--- src/hdl/hexapod_gait_leg_trajectory_assert.svh ---
// -----------------------------------------------------------------------------
// Assertion macros for the hexapod gait leg trajectory block
// Clocked, reset-qualified assertion wrappers used by the trajectory RTL file.
// -----------------------------------------------------------------------------
`ifndef HEXAPOD_GAIT_LEG_TRAJECTORY_ASSERT_SVH
`define HEXAPOD_GAIT_LEG_TRAJECTORY_ASSERT_SVH

// Property checked at every rising clock edge outside reset.
`define HGL_ASSERT(label, prop, msg) \
   label: assert property (@(posedge clock) disable iff (reset) (prop)) else $error(msg);

// Implication checked at every rising clock edge outside reset.
`define HGL_ASSERT_IMP(label, pre, post, msg) \
   label: assert property (@(posedge clock) disable iff (reset) (pre) |-> (post)) \
      else $error(msg);

`endif

--- src/hdl/hgl_pkg.sv ---
// -----------------------------------------------------------------------------
// Hexapod gait package
// Shared widths, leg role codes and gait table lookups.
// -----------------------------------------------------------------------------
`timescale 1ns / 1ps

package hgl_pkg;

   localparam int STEPS_DEFAULT = 8;
   localparam int NUM_LEGS      = 6;
   localparam int LEG_W         = 3;
   localparam int VEL_W         = 20;
   localparam int OFF_W         = 32;
   localparam int MUL_A_W       = 37;
   localparam int MUL_B_W       = 17;
   localparam int PROD_W        = 48;
   localparam int LIFT_Q16      = 1311;
   localparam int LIFT_W        = 11;

   localparam logic [1:0] GAIT_TRIPOD = 2'd0;
   localparam logic [1:0] GAIT_RIPPLE = 2'd1;
   localparam logic [1:0] GAIT_WAVE   = 2'd2;

   typedef enum logic [1:0] {
      ROLE_RET  = 2'd0,
      ROLE_UP   = 2'd1,
      ROLE_DOWN = 2'd2
   } role_type;

   // Number of phases of a gait minus two; selector three runs as tripod.
   function automatic logic [3:0] gait_c(input logic [1:0] gait);
      case (gait)
         GAIT_RIPPLE: gait_c = 4'd4;
         GAIT_WAVE:   gait_c = 4'd10;
         default:     gait_c = 4'd2;
      endcase
   endfunction

   function automatic logic [3:0] gait_last_phase(input logic [1:0] gait);
      case (gait)
         GAIT_RIPPLE: gait_last_phase = 4'd5;
         GAIT_WAVE:   gait_last_phase = 4'd11;
         default:     gait_last_phase = 4'd3;
      endcase
   endfunction

   function automatic role_type leg_role(input logic [1:0] gait, input logic [3:0] ph,
                                         input logic [LEG_W-1:0] leg);
      role_type r;
      r = ROLE_RET;
      case (gait)
         GAIT_RIPPLE: begin
            case (ph)
               4'd0: r = (leg == 3'd1) ? ROLE_DOWN : (leg == 3'd5) ? ROLE_UP : ROLE_RET;
               4'd1: r = (leg == 3'd0) ? ROLE_UP : (leg == 3'd5) ? ROLE_DOWN : ROLE_RET;
               4'd2: r = (leg == 3'd0) ? ROLE_DOWN : (leg == 3'd4) ? ROLE_UP : ROLE_RET;
               4'd3: r = (leg == 3'd2) ? ROLE_UP : (leg == 3'd4) ? ROLE_DOWN : ROLE_RET;
               4'd4: r = (leg == 3'd2) ? ROLE_DOWN : (leg == 3'd3) ? ROLE_UP : ROLE_RET;
               4'd5: r = (leg == 3'd1) ? ROLE_UP : (leg == 3'd3) ? ROLE_DOWN : ROLE_RET;
               default: r = ROLE_RET;
            endcase
         end
         GAIT_WAVE: begin
            if (leg == ph[3:1]) begin
               r = ph[0] ? ROLE_DOWN : ROLE_UP;
            end
         end
         default: begin
            if (leg[0] == ph[1]) begin
               r = ph[0] ? ROLE_DOWN : ROLE_UP;
            end
         end
      endcase
      return r;
   endfunction

   function automatic logic signed [OFF_W-1:0] sat32(input logic signed [PROD_W-1:0] v);
      logic signed [PROD_W-1:0] hi;
      logic signed [PROD_W-1:0] lo;
      hi = PROD_W'(2147483647);
      lo = -hi - PROD_W'(1);
      if (v > hi) begin
         return OFF_W'(hi);
      end else if (v < lo) begin
         return OFF_W'(lo);
      end
      return v[OFF_W-1:0];
   endfunction

endpackage

--- src/hdl/hgl_mul.sv ---
// -----------------------------------------------------------------------------
// Hexapod gait shared multiplier
// Signed multiply with a registered, truncated product.
// -----------------------------------------------------------------------------
`timescale 1ns / 1ps

module hgl_mul
   import hgl_pkg::*;
(
   input  logic                       clock,
   input  logic signed [MUL_A_W-1:0]  mul_a,
   input  logic signed [MUL_B_W-1:0]  mul_b,
   output logic signed [PROD_W-1:0]   prod_ff
);

   logic signed [MUL_A_W+MUL_B_W-1:0] full_prod;

   assign full_prod = mul_a * mul_b;

   // Operands never exceed 45 magnitude bits, so the upper bits are sign copies.
   always_ff @(posedge clock) begin
      prod_ff <= full_prod[PROD_W-1:0];
   end

endmodule

--- src/hdl/hexapod_gait_leg_trajectory.sv ---
// -----------------------------------------------------------------------------
// Hexapod gait leg trajectory generator
// Turns body velocity ticks into six per-leg stance offsets.
// -----------------------------------------------------------------------------
// Usage: each transfer on the req_ channel is one gait tick carrying vel_x,
// vel_y and yaw_rate. A tick with all three zero is taken and dropped; any
// other tick produces six transfers on the rsp_ channel, legs 0 to 5 in
// order, with rsp_tlast on leg 5. The per-leg start stance lives in a small
// synchronous memory that is read once per leg and written back at the end
// of each phase.
// Timing: the block handles one tick at a time. A tick first forms the three
// velocity by period products, then runs each leg through read, three
// products, finish and output steps on the one shared multiplier. Each leg
// is presented when its output step hands it to the output register, and
// the next tick can be accepted once the last leg has been handed over.
// req_tready is high only while no tick is in progress. A stalled receiver
// holds the sequencer in its output step; the finished leg waits in the
// output register.
// Reset: gait type tripod, tick period 655, phase and step zero and every
// stored stance zero through per-entry valid bits, so no clearing pass is
// needed. A write of the gait type register clears phase, step and stance again.
// -----------------------------------------------------------------------------
`timescale 1ns / 1ps

module hexapod_gait_leg_trajectory
   import hgl_pkg::*;
#(
   parameter int STEPS_PER_PHASE = STEPS_DEFAULT
)
(
   input  logic          clock,
   input  logic          reset,
   input  logic          req_tvalid,
   output logic          req_tready,
   input  logic [63:0]   req_tdata,   // vel_x [19:0], vel_y [39:20], yaw_rate [59:40]
   output logic          rsp_tvalid,
   input  logic          rsp_tready,
   output logic [127:0]  rsp_tdata,   // off_x, off_y, off_z, off_rot, 32 bits each
   output logic [2:0]    rsp_tuser,   // leg_index
   output logic          rsp_tlast,
   input  logic          csr_we,
   input  logic          csr_index,
   input  logic [15:0]   csr_wdata
);

`include "hexapod_gait_leg_trajectory_assert.svh"

   localparam int SW = $clog2(STEPS_PER_PHASE + 1);
   localparam int MW = SW + 4;
   localparam int TICK_RESET = 655;
   localparam int LIFT_DEPTH = 2 ** SW;

   typedef enum logic [3:0] {
      ST_IDLE, ST_VT0, ST_VT1, ST_VT2, ST_VTW,
      ST_LRD, ST_LM0, ST_LM1, ST_LM2, ST_LFIN, ST_EMIT
   } state_type;

   state_type state_ff;

   logic [1:0]               gait_ff;
   logic [15:0]              tick_ff;
   logic [3:0]               phase_ff;
   logic [SW-1:0]            step_ff;
   logic [LEG_W-1:0]         leg_ff;
   logic [NUM_LEGS-1:0]      valid_ff;
   logic                     rd_valid_ff;
   logic signed [VEL_W-1:0]  vel_ff [3];
   logic signed [MUL_A_W-1:0] vt_ff [3];
   logic [MW-1:0]            m_ff;
   role_type                 role_ff;
   logic signed [OFF_W-1:0]  res_ff [3];
   logic [95:0]              start_mem [NUM_LEGS];
   logic [95:0]              mem_q_ff;

   logic [LIFT_W-1:0]        lift_tab [LIFT_DEPTH];

   logic                     rsp_valid_ff;
   logic [127:0]             rsp_data_ff;
   logic [2:0]               rsp_leg_ff;
   logic                     rsp_last_ff;

   logic signed [MUL_A_W-1:0] mul_a;
   logic signed [MUL_B_W-1:0] mul_b;
   logic signed [PROD_W-1:0]  prod;

   logic                     end_phase;
   logic                     emit_go;
   logic                     mem_we;
   logic [3:0]               phase_in;
   role_type                 role_now;
   logic [SW-1:0]            step_p1;
   logic [SW-1:0]            step_rem;
   logic [1:0]               cons_sel;
   logic signed [PROD_W-1:0] rnd;
   logic signed [PROD_W-1:0] start_val;
   logic signed [PROD_W-1:0] comp_val;
   logic signed [OFF_W-1:0]  comp_res;
   logic [LIFT_W-1:0]        lift_z;

   // The lift table is padded to a power of two; entries past the last step are zero.
   genvar k;
   generate
      for (k = 0; k < LIFT_DEPTH; k++) begin : g_lift
         localparam int LV = (k < STEPS_PER_PHASE) ?
            (LIFT_Q16 * k + STEPS_PER_PHASE / 2) / STEPS_PER_PHASE : 0;
         assign lift_tab[k] = LIFT_W'(LV);
      end
   endgenerate

   hgl_mul u_mul (
      .clock   (clock),
      .mul_a   (mul_a),
      .mul_b   (mul_b),
      .prod_ff (prod)
   );

   assign end_phase = (step_ff == SW'(STEPS_PER_PHASE - 1));
   assign role_now  = leg_role(gait_ff, phase_ff, leg_ff);
   assign step_p1   = step_ff + SW'(1);
   assign step_rem  = SW'(STEPS_PER_PHASE) - step_ff;
   assign emit_go   = (state_ff == ST_EMIT) && (!rsp_valid_ff || rsp_tready);
   assign mem_we    = emit_go && end_phase;
   assign phase_in  = (phase_ff == gait_last_phase(gait_ff)) ? 4'd0 : phase_ff + 4'd1;

   // Operand selection for the shared multiplier.
   always_comb begin
      mul_a = '0;
      mul_b = '0;
      case (state_ff)
         ST_VT0: begin
            mul_a = MUL_A_W'(vel_ff[0]);
            mul_b = MUL_B_W'(tick_ff);
         end
         ST_VT1: begin
            mul_a = MUL_A_W'(vel_ff[1]);
            mul_b = MUL_B_W'(tick_ff);
         end
         ST_VT2: begin
            mul_a = MUL_A_W'(vel_ff[2]);
            mul_b = MUL_B_W'(tick_ff);
         end
         ST_LM0: begin
            mul_a = vt_ff[0];
            mul_b = MUL_B_W'(m_ff);
         end
         ST_LM1: begin
            mul_a = vt_ff[1];
            mul_b = MUL_B_W'(m_ff);
         end
         ST_LM2: begin
            mul_a = vt_ff[2];
            mul_b = MUL_B_W'(m_ff);
         end
         default: begin
            mul_a = '0;
            mul_b = '0;
         end
      endcase
   end

   // Finish one offset component from the product of the previous cycle.
   // Every role is rounded at bit 17; returning legs use a doubled factor.
   always_comb begin
      case (state_ff)
         ST_LM2:  cons_sel = 2'd1;
         ST_LFIN: cons_sel = 2'd2;
         default: cons_sel = 2'd0;
      endcase
      rnd = (prod + PROD_W'(65536)) >>> 17;
      start_val = '0;
      if (rd_valid_ff) begin
         case (cons_sel)
            2'd1:    start_val = PROD_W'($signed(mem_q_ff[63:32]));
            2'd2:    start_val = PROD_W'($signed(mem_q_ff[95:64]));
            default: start_val = PROD_W'($signed(mem_q_ff[31:0]));
         endcase
      end
      case (role_ff)
         ROLE_UP:   comp_val = -rnd;
         ROLE_DOWN: comp_val = rnd;
         default:   comp_val = start_val - rnd;
      endcase
      comp_res = sat32(comp_val);
      case (role_ff)
         ROLE_UP:   lift_z = lift_tab[step_ff];
         ROLE_DOWN: lift_z = lift_tab[SW'(STEPS_PER_PHASE - 1) - step_ff];
         default:   lift_z = '0;
      endcase
   end

   // Start stance memory: one entry per leg holding x, y and rotation.
   always_ff @(posedge clock) begin
      if (mem_we) begin
         start_mem[leg_ff] <= {res_ff[2], res_ff[1], res_ff[0]};
      end
      mem_q_ff <= start_mem[leg_ff];
   end

   always_ff @(posedge clock) begin
      if (state_ff == ST_IDLE && req_tvalid) begin
         vel_ff[0] <= req_tdata[19:0];
         vel_ff[1] <= req_tdata[39:20];
         vel_ff[2] <= req_tdata[59:40];
      end
      case (state_ff)
         ST_VT1: vt_ff[0] <= prod[MUL_A_W-1:0];
         ST_VT2: vt_ff[1] <= prod[MUL_A_W-1:0];
         ST_VTW: vt_ff[2] <= prod[MUL_A_W-1:0];
         ST_LM1: res_ff[0] <= comp_res;
         ST_LM2: res_ff[1] <= comp_res;
         ST_LFIN: res_ff[2] <= comp_res;
         default: ;
      endcase
      if (state_ff == ST_LRD) begin
         role_ff <= role_now;
         case (role_now)
            ROLE_UP:   m_ff <= MW'(step_rem) * MW'(gait_c(gait_ff));
            ROLE_DOWN: m_ff <= MW'(step_p1) * MW'(gait_c(gait_ff));
            default:   m_ff <= MW'({step_p1, 1'b0});
         endcase
         rd_valid_ff <= valid_ff[leg_ff];
      end
      if (emit_go) begin
         rsp_data_ff <= {res_ff[2], OFF_W'(lift_z), res_ff[1], res_ff[0]};
         rsp_leg_ff  <= leg_ff;
         rsp_last_ff <= (leg_ff == LEG_W'(NUM_LEGS - 1));
      end
   end

   always_ff @(posedge clock) begin
      if (reset) begin
         state_ff     <= ST_IDLE;
         gait_ff      <= GAIT_TRIPOD;
         tick_ff      <= 16'(TICK_RESET);
         phase_ff     <= '0;
         step_ff      <= '0;
         leg_ff       <= '0;
         valid_ff     <= '0;
         rsp_valid_ff <= 1'b0;
      end else begin
         // A new leg enters the output register as the old one leaves it.
         if (emit_go) begin
            rsp_valid_ff <= 1'b1;
         end else if (rsp_tready) begin
            rsp_valid_ff <= 1'b0;
         end
         if (csr_we) begin
            if (csr_index == 1'b0) begin
               gait_ff  <= csr_wdata[1:0];
               phase_ff <= '0;
               step_ff  <= '0;
               valid_ff <= '0;
            end else begin
               tick_ff <= csr_wdata;
            end
         end
         case (state_ff)
            ST_IDLE: begin
               leg_ff <= '0;
               if (req_tvalid && req_tdata[59:0] != 60'd0) begin
                  state_ff <= ST_VT0;
               end
            end
            ST_VT0:  state_ff <= ST_VT1;
            ST_VT1:  state_ff <= ST_VT2;
            ST_VT2:  state_ff <= ST_VTW;
            ST_VTW:  state_ff <= ST_LRD;
            ST_LRD:  state_ff <= ST_LM0;
            ST_LM0:  state_ff <= ST_LM1;
            ST_LM1:  state_ff <= ST_LM2;
            ST_LM2:  state_ff <= ST_LFIN;
            ST_LFIN: state_ff <= ST_EMIT;
            ST_EMIT: begin
               if (emit_go) begin
                  if (end_phase) begin
                     valid_ff[leg_ff] <= 1'b1;
                  end
                  if (leg_ff == LEG_W'(NUM_LEGS - 1)) begin
                     state_ff <= ST_IDLE;
                     if (end_phase) begin
                        step_ff  <= '0;
                        phase_ff <= phase_in;
                     end else begin
                        step_ff <= step_p1;
                     end
                  end else begin
                     leg_ff   <= leg_ff + LEG_W'(1);
                     state_ff <= ST_LRD;
                  end
               end
            end
            default: state_ff <= ST_IDLE;
         endcase
      end
   end

   assign req_tready = (state_ff == ST_IDLE);
   assign rsp_tvalid = rsp_valid_ff;
   assign rsp_tdata  = rsp_data_ff;
   assign rsp_tuser  = rsp_leg_ff;
   assign rsp_tlast  = rsp_last_ff;

   `HGL_ASSERT(a_leg_range, leg_ff <= LEG_W'(NUM_LEGS - 1), "leg counter out of range")
   `HGL_ASSERT_IMP(a_wb_end, mem_we, step_ff == SW'(STEPS_PER_PHASE - 1),
      "stance written back before the end of a phase")
   `HGL_ASSERT_IMP(a_last_leg, rsp_tvalid && rsp_tlast, rsp_tuser == LEG_W'(NUM_LEGS - 1),
      "last marker on a leg other than the sixth")
   `HGL_ASSERT_IMP(a_step_range, state_ff != ST_IDLE,
      step_ff < SW'(STEPS_PER_PHASE), "phase step out of range")

endmodule

--- config.mk ---
export PLATFORM = sky130hd
export DESIGN_NAME = hexapod_gait_leg_trajectory
export DESIGN_NICKNAME = d
export VERILOG_FILES = /design/src/hdl/hgl_pkg.sv /design/src/hdl/hgl_mul.sv /design/src/hdl/hexapod_gait_leg_trajectory.sv
export VERILOG_INCLUDE_DIRS = /design/src /design/src/hdl
export SDC_FILE = /design/constraint.sdc
export NUM_CORES = 2
export LEC_CHECK = 0
export BUFFER_PORTS_ARGS = -buffer_cell sky130_fd_sc_hd__buf_2
export CORE_MARGIN = 3
export CORE_UTILIZATION = 35
export CTS_BUF_LIST = sky130_fd_sc_hd__clkbuf_16
export DETAILED_ROUTE_END_ITERATION = 8
export GPL_ROUTABILITY_DRIVEN = 0
export GPL_TIMING_DRIVEN = 0
export HOLD_SLACK_MARGIN = 0.12
export SLEW_MARGIN = 20
export SYNTH_ARGS = -nofsm -noshare
export SYNTH_HDL_FRONTEND = slang
export SYNTH_HIERARCHICAL = 1
export SYNTH_SLANG_ARGS = --single-unit
--- constraint.sdc ---
create_clock -name clock -period 17.1 [get_ports clock]
set_clock_uncertainty 0.1 [all_clocks]
set_input_delay 0 -clock clock [delete_from_list [all_inputs] [get_ports clock]]
set_output_delay 0 -clock clock [all_outputs]
set_load 0.01 [all_outputs]
# ---- Word level (Yosys, flattened, before mapping)
# Memory sizes are Yosys's and may differ from the RTL's. A register that Yosys moved wholly into a read port is not among the register bits.
# Index checks and enable logic that the tools add are counted.
dict set report op_classes {
  bitwise 4
  reduce_logical 23
  n_shift 0
  n_addsub 8
  muxes 100
  mul 3
  n_lt_le_gt_ge 6
  eq_ne 35
  div 0
}
# op count
set ops {}
lappend ops {{one-hot mux 37 bit (6 select lines)} 1}
lappend ops {{one-hot mux 48 bit (2 select lines)} 2}
lappend ops {{two-way mux 32 bit} 5}
lappend ops {{two-way mux 4 bit} 19}
lappend ops {{two-way mux 37 bit} 2}
lappend ops {{OR reduction 37 bit} 2}
lappend ops {{OR reduction 32 bit} 2}
lappend ops {{nonzero test 60 bit} 1}
lappend ops {{adder 48 x 18 -> 48 bit (second input constant)} 1}
lappend ops {{> comparator 48 x 32 -> 1 bit (second input constant)} 1}
lappend ops {{< comparator 48 x 32 -> 1 bit (second input constant)} 1}
lappend ops {{multiplier 37 x 17 -> 48 bit} 1}
lappend ops {{two-way mux 48 bit} 1}
lappend ops {{negator 31 -> 48 bit} 1}
lappend ops {{subtractor 48 x 31 -> 48 bit} 1}
lappend ops {{two-way mux 11 bit} 4}
lappend ops {{one-hot mux 4 bit (11 select lines)} 1}
lappend ops {{two-way mux 6 bit} 6}
lappend ops {{two-way mux 2 bit} 16}
lappend ops {{one-hot mux 16 bit (2 select lines)} 1}
lappend ops {{two-way mux 1 bit} 29}
lappend ops {{== test 4 x 3 -> 1 bit (second input constant)} 7}
lappend ops {{one-hot mux 11 bit (2 select lines)} 1}
lappend ops {{== test 4 x 2 -> 1 bit (second input constant)} 4}
lappend ops {{other kinds (40)} 69}
dict set report totals {
  latch_bits 0
  romBits 352
  reg_bits 210
  n_memories 6
  ramBits 843
  wordCells 200
  inputBits 86
}
# memory words width read_ports rd_ports_with_merged_regs wr line_no
set mem_list {}
lappend mem_list {start_mem 6 96 1 1 1 hexapod_gait_leg_trajectory.sv:72} ;# logic [95:0] start_mem [NUM_LEGS];
lappend mem_list {{(no name shown)} 16 11 1 0 0 hexapod_gait_leg_trajectory.sv:186} ;# ROLE_DOWN: lift_z = lift_tab[SW'(STEPS_PER_PHASE - 1) - step_ff];
lappend mem_list {{(no name shown)} 16 11 1 0 0 hexapod_gait_leg_trajectory.sv:185} ;# ROLE_UP: lift_z = lift_tab[step_ff];
lappend mem_list {vt_ff 3 37 3 0 1 hexapod_gait_leg_trajectory.sv:68} ;# logic signed [MUL_A_W-1:0] vt_ff [3];
lappend mem_list {res_ff 3 32 3 0 1 hexapod_gait_leg_trajectory.sv:71} ;# logic signed [OFF_W-1:0] res_ff [3];
lappend mem_list {vel_ff 3 20 3 0 3 hexapod_gait_leg_trajectory.sv:67} ;# logic signed [VEL_W-1:0] vel_ff [3];

# ---- Logic depth before layout (Yosys ltp)
dict set report depth {
  word_depth 13
  ltp_mapped 32
  depth_no_buf 29
}

# ---- Hierarchy
# The synthesis kept the hierarchy.
# module cells_each n_inst seq_area_each_um2 area_each_um2
set modules_own_cells {}
lappend modules_own_cells {hexapod_gait_leg_trajectory 3077 1 31640.3 44475.2}
lappend modules_own_cells {hgl_mul 2236 1 960.9 20469.6}

# ---- Least setup slack after synthesis
# Ideal clock, no wire load.
dict set report synth_timing {
  kind {reg-to-reg}
  from {register state_ff[3]}
  to {memory start_mem[1][0] (enable)}
  t_required_ns 16.330
  synth_period_minus_slack_ns 13.642
  setup_time_ns 0.670
  n_path_buf 1
  arrival_ns 12.872
  slack_ns 3.458
  path_stages_with_launch 7
  cell_sequence {dfxtp_1 clkbuf_1 nor2b_1 nand2_1 nor2_1 nand3_1 nor3_1}
}
dict set report synth_via {
  elab_chain_len 5
}
# element line_no
set synth_lines {}
lappend synth_lines {{start: declaration} hexapod_gait_leg_trajectory.sv:58} ;# state_type state_ff;
lappend synth_lines {{start signal: assignment} hexapod_gait_leg_trajectory.sv:232} ;# state_ff <= ST_IDLE;
lappend synth_lines {{start signal: assignment} hexapod_gait_leg_trajectory.sv:261} ;# state_ff <= ST_VT0;
lappend synth_lines {{start signal: assignment} hexapod_gait_leg_trajectory.sv:264} ;# ST_VT0: state_ff <= ST_VT1;
lappend synth_lines {{== test 4 bit} hexapod_gait_leg_trajectory.sv:121} ;# assign emit_go = (state_ff == ST_EMIT) && (!rsp_valid_ff || rsp_tready);
lappend synth_lines {{logical AND 1 bit} hexapod_gait_leg_trajectory.sv:121}
lappend synth_lines {{named net emit_go} hexapod_gait_leg_trajectory.sv:87} ;# logic emit_go;
lappend synth_lines {{logical AND 1 bit} hexapod_gait_leg_trajectory.sv:122} ;# assign mem_we = emit_go && end_phase;
lappend synth_lines {{two-way mux 1 bit} hexapod_gait_leg_trajectory.sv:193} ;# if (mem_we) begin
lappend synth_lines {{two-way mux 1 bit (implied by the code)} hexapod_gait_leg_trajectory.sv:194} ;# start_mem[leg_ff] <= {res_ff[2], res_ff[1], res_ff[0]};
lappend synth_lines {{end: declaration} hexapod_gait_leg_trajectory.sv:72}
# The timed path passes the listed nets, and every way through them passes these cells.

# ---- Worst setup path in the final report
dict set report layout_timing {
  from {register state_ff[1]}
  to {register u_mul.prod_ff[44]}
}
dict set report layout_via {
  word_cells_on_any_way 11
}
# element line_no
set layout_lines {}
lappend layout_lines {{== test 4 bit, or another cell as far along} hexapod_gait_leg_trajectory.sv:129} ;# case (state_ff)
lappend layout_lines {{one-hot mux 37 bit (6 select lines) *} hexapod_gait_leg_trajectory.sv:129}
lappend layout_lines {{named net mul_a[7]} hexapod_gait_leg_trajectory.sv:82} ;# logic signed [MUL_A_W-1:0] mul_a;
lappend layout_lines {{multiplier 37 x 17 -> 48 bit *} hgl_mul.sv:18} ;# assign full_prod = mul_a * mul_b;
lappend layout_lines {{named net u_mul.full_prod[44]} hgl_mul.sv:16} ;# logic signed [MUL_A_W+MUL_B_W-1:0] full_prod;
lappend layout_lines {{end signal: assignment} hgl_mul.sv:22} ;# prod_ff <= full_prod[PROD_W-1:0];
lappend layout_lines {{end: declaration} hgl_mul.sv:13} ;# output logic signed [PROD_W-1:0] prod_ff
# The timed path passes the listed nets; every way through them passes the cells marked *.
# A chain may end at the register's enable or synchronous reset.

==> summary by stage <==
Synth
The netlist uses 89 different library cells. The post-synthesis average cell area is 12.22 um2. The gate count after technology mapping is 5313. After synthesis, the cell types taking the most area are sky130_fd_sc_hd__edfxtp_1 (45%), sky130_fd_sc_hd__fa_1 (17%), sky130_fd_sc_hd__dfxtp_1 (5.7%). The count of warnings emitted by yosys is 6. The most used flip-flop cell after synthesis is sky130_fd_sc_hd__edfxtp_1. The top cell type by area accounts for 44.53% of the synthesized area. In this run, synthesis produced a sequential element count of 1147.

For this run, asynchronously set or reset flops after synthesis account for 0%. The number of enable-type register cells in the synthesized netlist is 963. The cell type with the highest aggregate area in the netlist is sky130_fd_sc_hd__edfxtp_1. The mapped netlist covers 64940 um2.

For this run, the register share of the synthesized area comes to 50.20%.

Global route
The initial antenna violation count came to 14. The total congestion overflow is 0. The overall fraction of global-route tracks in use is 20.55%. The global-route wire length before repair is 294.0 mm.

The number of global-route vias before repair is 45150. Entering global routing, the biggest net connects 44 pins.

Finish
The area of the multi-input gates is 28990 um2. The storage element area is 32600 um2. After filler insertion, the fill cell instance count of the layout stands at 17180. The utilization of the core after routing is 41.21%. The growth of design area from synthesis to finish is 16.55%. Cells with a size suffix above 1 make up 9.521% of the layout. The net count of the finished layout is 6730.

Pwr
The overall power of the completed layout is 0.008264 W. The internal power of the cells totals 0.005412 W. The switching part of the total is 34.51%.

Power spread over the standard cell area amounts to 109.2 nW/um2. The highest ir drop seen on vdd is 0.09059 mV. Combinational cells account for 31.0% of the total power. The share of total power in the clock network is 29.3%.

The leakage component of the power is 29.48 nW. The part of the total power dissipated in sequential elements is 39.7%. The total net switching power is 0.002852 W.

Clock tree
The number of clock sinks is 1147. The CTS tree is done. The clock passes through at most 3 buffers.

After clock tree synthesis, the clock-pin slew on the worst setup and hold paths is 0.06 ns. The deepest level of the CTS H-tree is 3. The clock reaches the later pin of the worst-skew pair after 0.76 ns. The TritonCTS buffer count is 113. The cell sitting at the root of the clock tree is a sky130_fd_sc_hd__clkbuf_16.

STA
Static timing analysis puts the maximum clock frequency at 91.80 MHz. Setup violations remaining at the end of the flow were counted as 0. The worst path in the final design needs a cycle of 10.89 ns, including I/O delays and setup.

Setup repair after global routing left no endpoint under its margin. At the pin with the least slew margin, the transition time is 1.194 ns. The number of hold violations in the final report is 0. The worst relative slew slack is 19.90%. The total count of max-transition violations in the final report is 0. Dividing the final minimum period by the clock period gives 63.70%.

Route
The iteration-0 DRC count of the detailed router is 4248. The via density per instance is 5.217. The first-pass detailed-route iteration total is 6.

The total wirelength of the detailed-routed design is 198.9 mm. The detail route stage leaves a number of antenna-violating nets equal to 0. The via count is 44210. The detailed-route DRC error count is 0. Dividing the detail-routed wire length by the instance count gives 23.47 um.

Critical path
The maximum fanout along the worst path is 10. The worst reg2reg path depth is 29. Data on the critical path is required at its endpoint by 17.63 ns. The cell type with the highest occurrence count on the critical path is sky130_fd_sc_hd__fa_1.

The startpoint of the worst-slack reg-to-reg timing path is state_ff[1]. The slowest stage of the critical path belongs to the cell sky130_fd_sc_hd__clkbuf_1. The endpoint type of the worst setup path is a flop. For this run, the slowest stage of the critical path takes 0.85 ns. The most critical setup path has its endpoint at u_mul/prod_ff[44]. The worst register-to-register path ends at u_mul/prod_ff[44]. Setup slack on the worst reg-to-reg path comes out at 6.21 ns. The data arrival time at the worst-slack endpoint is 11.42 ns. The launching element type of the critical path is a flop.

By startpoint and endpoint, the worst setup path is classified as reg -> reg. The critical path launch point is state_ff[1].

Floorplanning
The initial utilization of the core area, before any placement, comes to 35.36%. The die is 436.8 um tall. The die covers 190800 um2. For this design the top-level I/O count stands at 220. The floorplan has 157 rows.

The core region is 183700 um2. The die is 436.8 um wide.

Outcome
The run finished with clean final reports.

Place
During placement, the flow inserted port buffers numbering 194. The HPWL after detailed placement is 148.6 mm.

Min path
The tightest min-delay check is of the in -> reg type.

Job
Max-cap violations in this run came to 0.
-- worst min-delay path by stage --
stage | from | endpoint | slack, ns | depth (start not counted)
CTS | req_tvalid | vel_ff[0][10] | 0.17 | 3
finish | rsp_tready | state_ff[1] | 0.22 | 5
global route | req_tvalid | vel_ff[0][57] | 0.23 | 3
global placement | req_tdata[57] | vel_ff[0][57] | 0.09 | 1
detailed placement | req_tdata[57] | vel_ff[0][57] | 0.1 | 1
floorplan | reset | state_ff[3] | -0.03 | 1
-- routing by layer --
layer  GRT usage [%]  wire length [um]
met5               0                13
met4           7.560              7564
met3           3.837             15660
met2           35.00             97550
met1           26.06             78110
-- worst max-delay path: cells and delay by family (launching register included) --
kind,cells,cell delay (ns)
and+or+nand+nor,7,2.50
DFF,1,0.38
buffers and inverters,7,2.07
AOI/OAI and AO/OA,7,2.18
xor gates and xnor gates,1,0.22
adders and majority gates,7,3.27
-- through the flow --
step / worst slack (ns) / hold slack (ns) / area (um2) / TNS (ns) / cells
5_1_grt: 5.971 / 0.2304 / 75670 / 0 / 8465
3_3_place_gp: -6.801 / 0.09376 / 69100 / -1839.02 / 7999
3_5_place_dp: 6.481 / 0.09633 / 70180 / 0 / 8063
4_1_cts: 6.404 / 0.1694 / 75660 / 0 / 8461
2_1_floorplan: 3.458 / -0.02786 / 65050 / 0 / 5341
6_report: 6.207 / 0.2249 / 75690 / 0 / 8473
-- power by group through the flow --
stage | logic, W | clock network, W | registers [W]
2_1_floorplan | 0.00164 | 0 | 0.00330
3_3_place_gp | 0.00244 | 0 | 0.00333
3_5_place_dp | 0.00247 | 0 | 0.00334
4_1_cts | 0.00251 | 0.00246 | 0.00328
5_1_grt | 0.00280 | 0.00258 | 0.00329
6_report | 0.00256 | 0.00242 | 0.00328
-- cell type report --
type / count / area share (%)
sequential: 1147 / 43.07
multi-input combinational: 3293 / 38.30
timing repair buffer: 440 / 5.009
tap: 2464 / 4.073
clock buffer: 114 / 3.769
inverter: 600 / 2.975
buffer: 301 / 1.699
clock inverter: 102 / 1.063
antenna: 12 / 0.03967
-- cell usage in the layout, fill, tap and decap left out, drive strengths merged, types with 16 or more instances in the layout --
cell,n
a22oi,183
a21o,50
nor4,24
edfxtp,963
a21oi,180
nand3,114
dfxtp,184
and2,331
o211ai,23
ha,198
nor2,225
xnor2,91
nor2b,25
fa,550
and3,16
a222oi,18
o221ai,69
clkbuf,362
xor2,63
nand2b,30
a31oi,18
o21ai,133
nand2,589
clkinv,50
nor3,24
mux4,16
mux2i,90
inv,640
dlygate4sd3,182
mux2,35
conb,29
nand4,26
buf,311
-- synthesized netlist by cell type, types with 24 or more instances --
library cell and number:
sky130_fd_sc_hd__edfxtp_1 963, sky130_fd_sc_hd__inv_1 598, sky130_fd_sc_hd__nand2_1 589, sky130_fd_sc_hd__fa_1 550
sky130_fd_sc_hd__and2_1 331, sky130_fd_sc_hd__clkbuf_1 248, sky130_fd_sc_hd__nor2_1 225, sky130_fd_sc_hd__ha_1 198
sky130_fd_sc_hd__dfxtp_1 184, sky130_fd_sc_hd__a22oi_1 182, sky130_fd_sc_hd__a21oi_1 175, sky130_fd_sc_hd__nand3_1 114
sky130_fd_sc_hd__o21ai_0 92, sky130_fd_sc_hd__xnor2_1 91, sky130_fd_sc_hd__mux2i_1 90, sky130_fd_sc_hd__o221ai_1 69
sky130_fd_sc_hd__xor2_1 63, sky130_fd_sc_hd__a21o_1 50, sky130_fd_sc_hd__mux2_2 35, sky130_fd_sc_hd__nand2b_1 29
sky130_fd_sc_hd__buf_4 25, sky130_fd_sc_hd__nor2b_1 25, sky130_fd_sc_hd__nand4_1 24
-- repair_timing --
item | in CTS | in global routing
hold buffers | 182 | 0
endpoints found under the hold margin | 185 | 0
buffers inserted | 0 | 0
resized for setup | 0 | 0
-- logic make-up after synthesis --
kind of cell / synth area share (%)
AOI/OAI and AO/OA: 8.367
and+or+nand+nor: 10.62
adders and majority gates: 20.77
other: 0.005774
xor gates and xnor gates: 2.077
buffers and inverters: 5.417
muxes: 2.549
DFF: 50.20
-- state kept, by name (all words and copies together), names as in the netlist, 16 cells and up --
register	flops
mem_q_ff	96
res_ff	96
rsp_tdata	106
start_mem	576
tick_ff	16
u_mul/prod_ff	48
vel_ff	60
vt_ff	111
(Power assumes the default switching activity.)
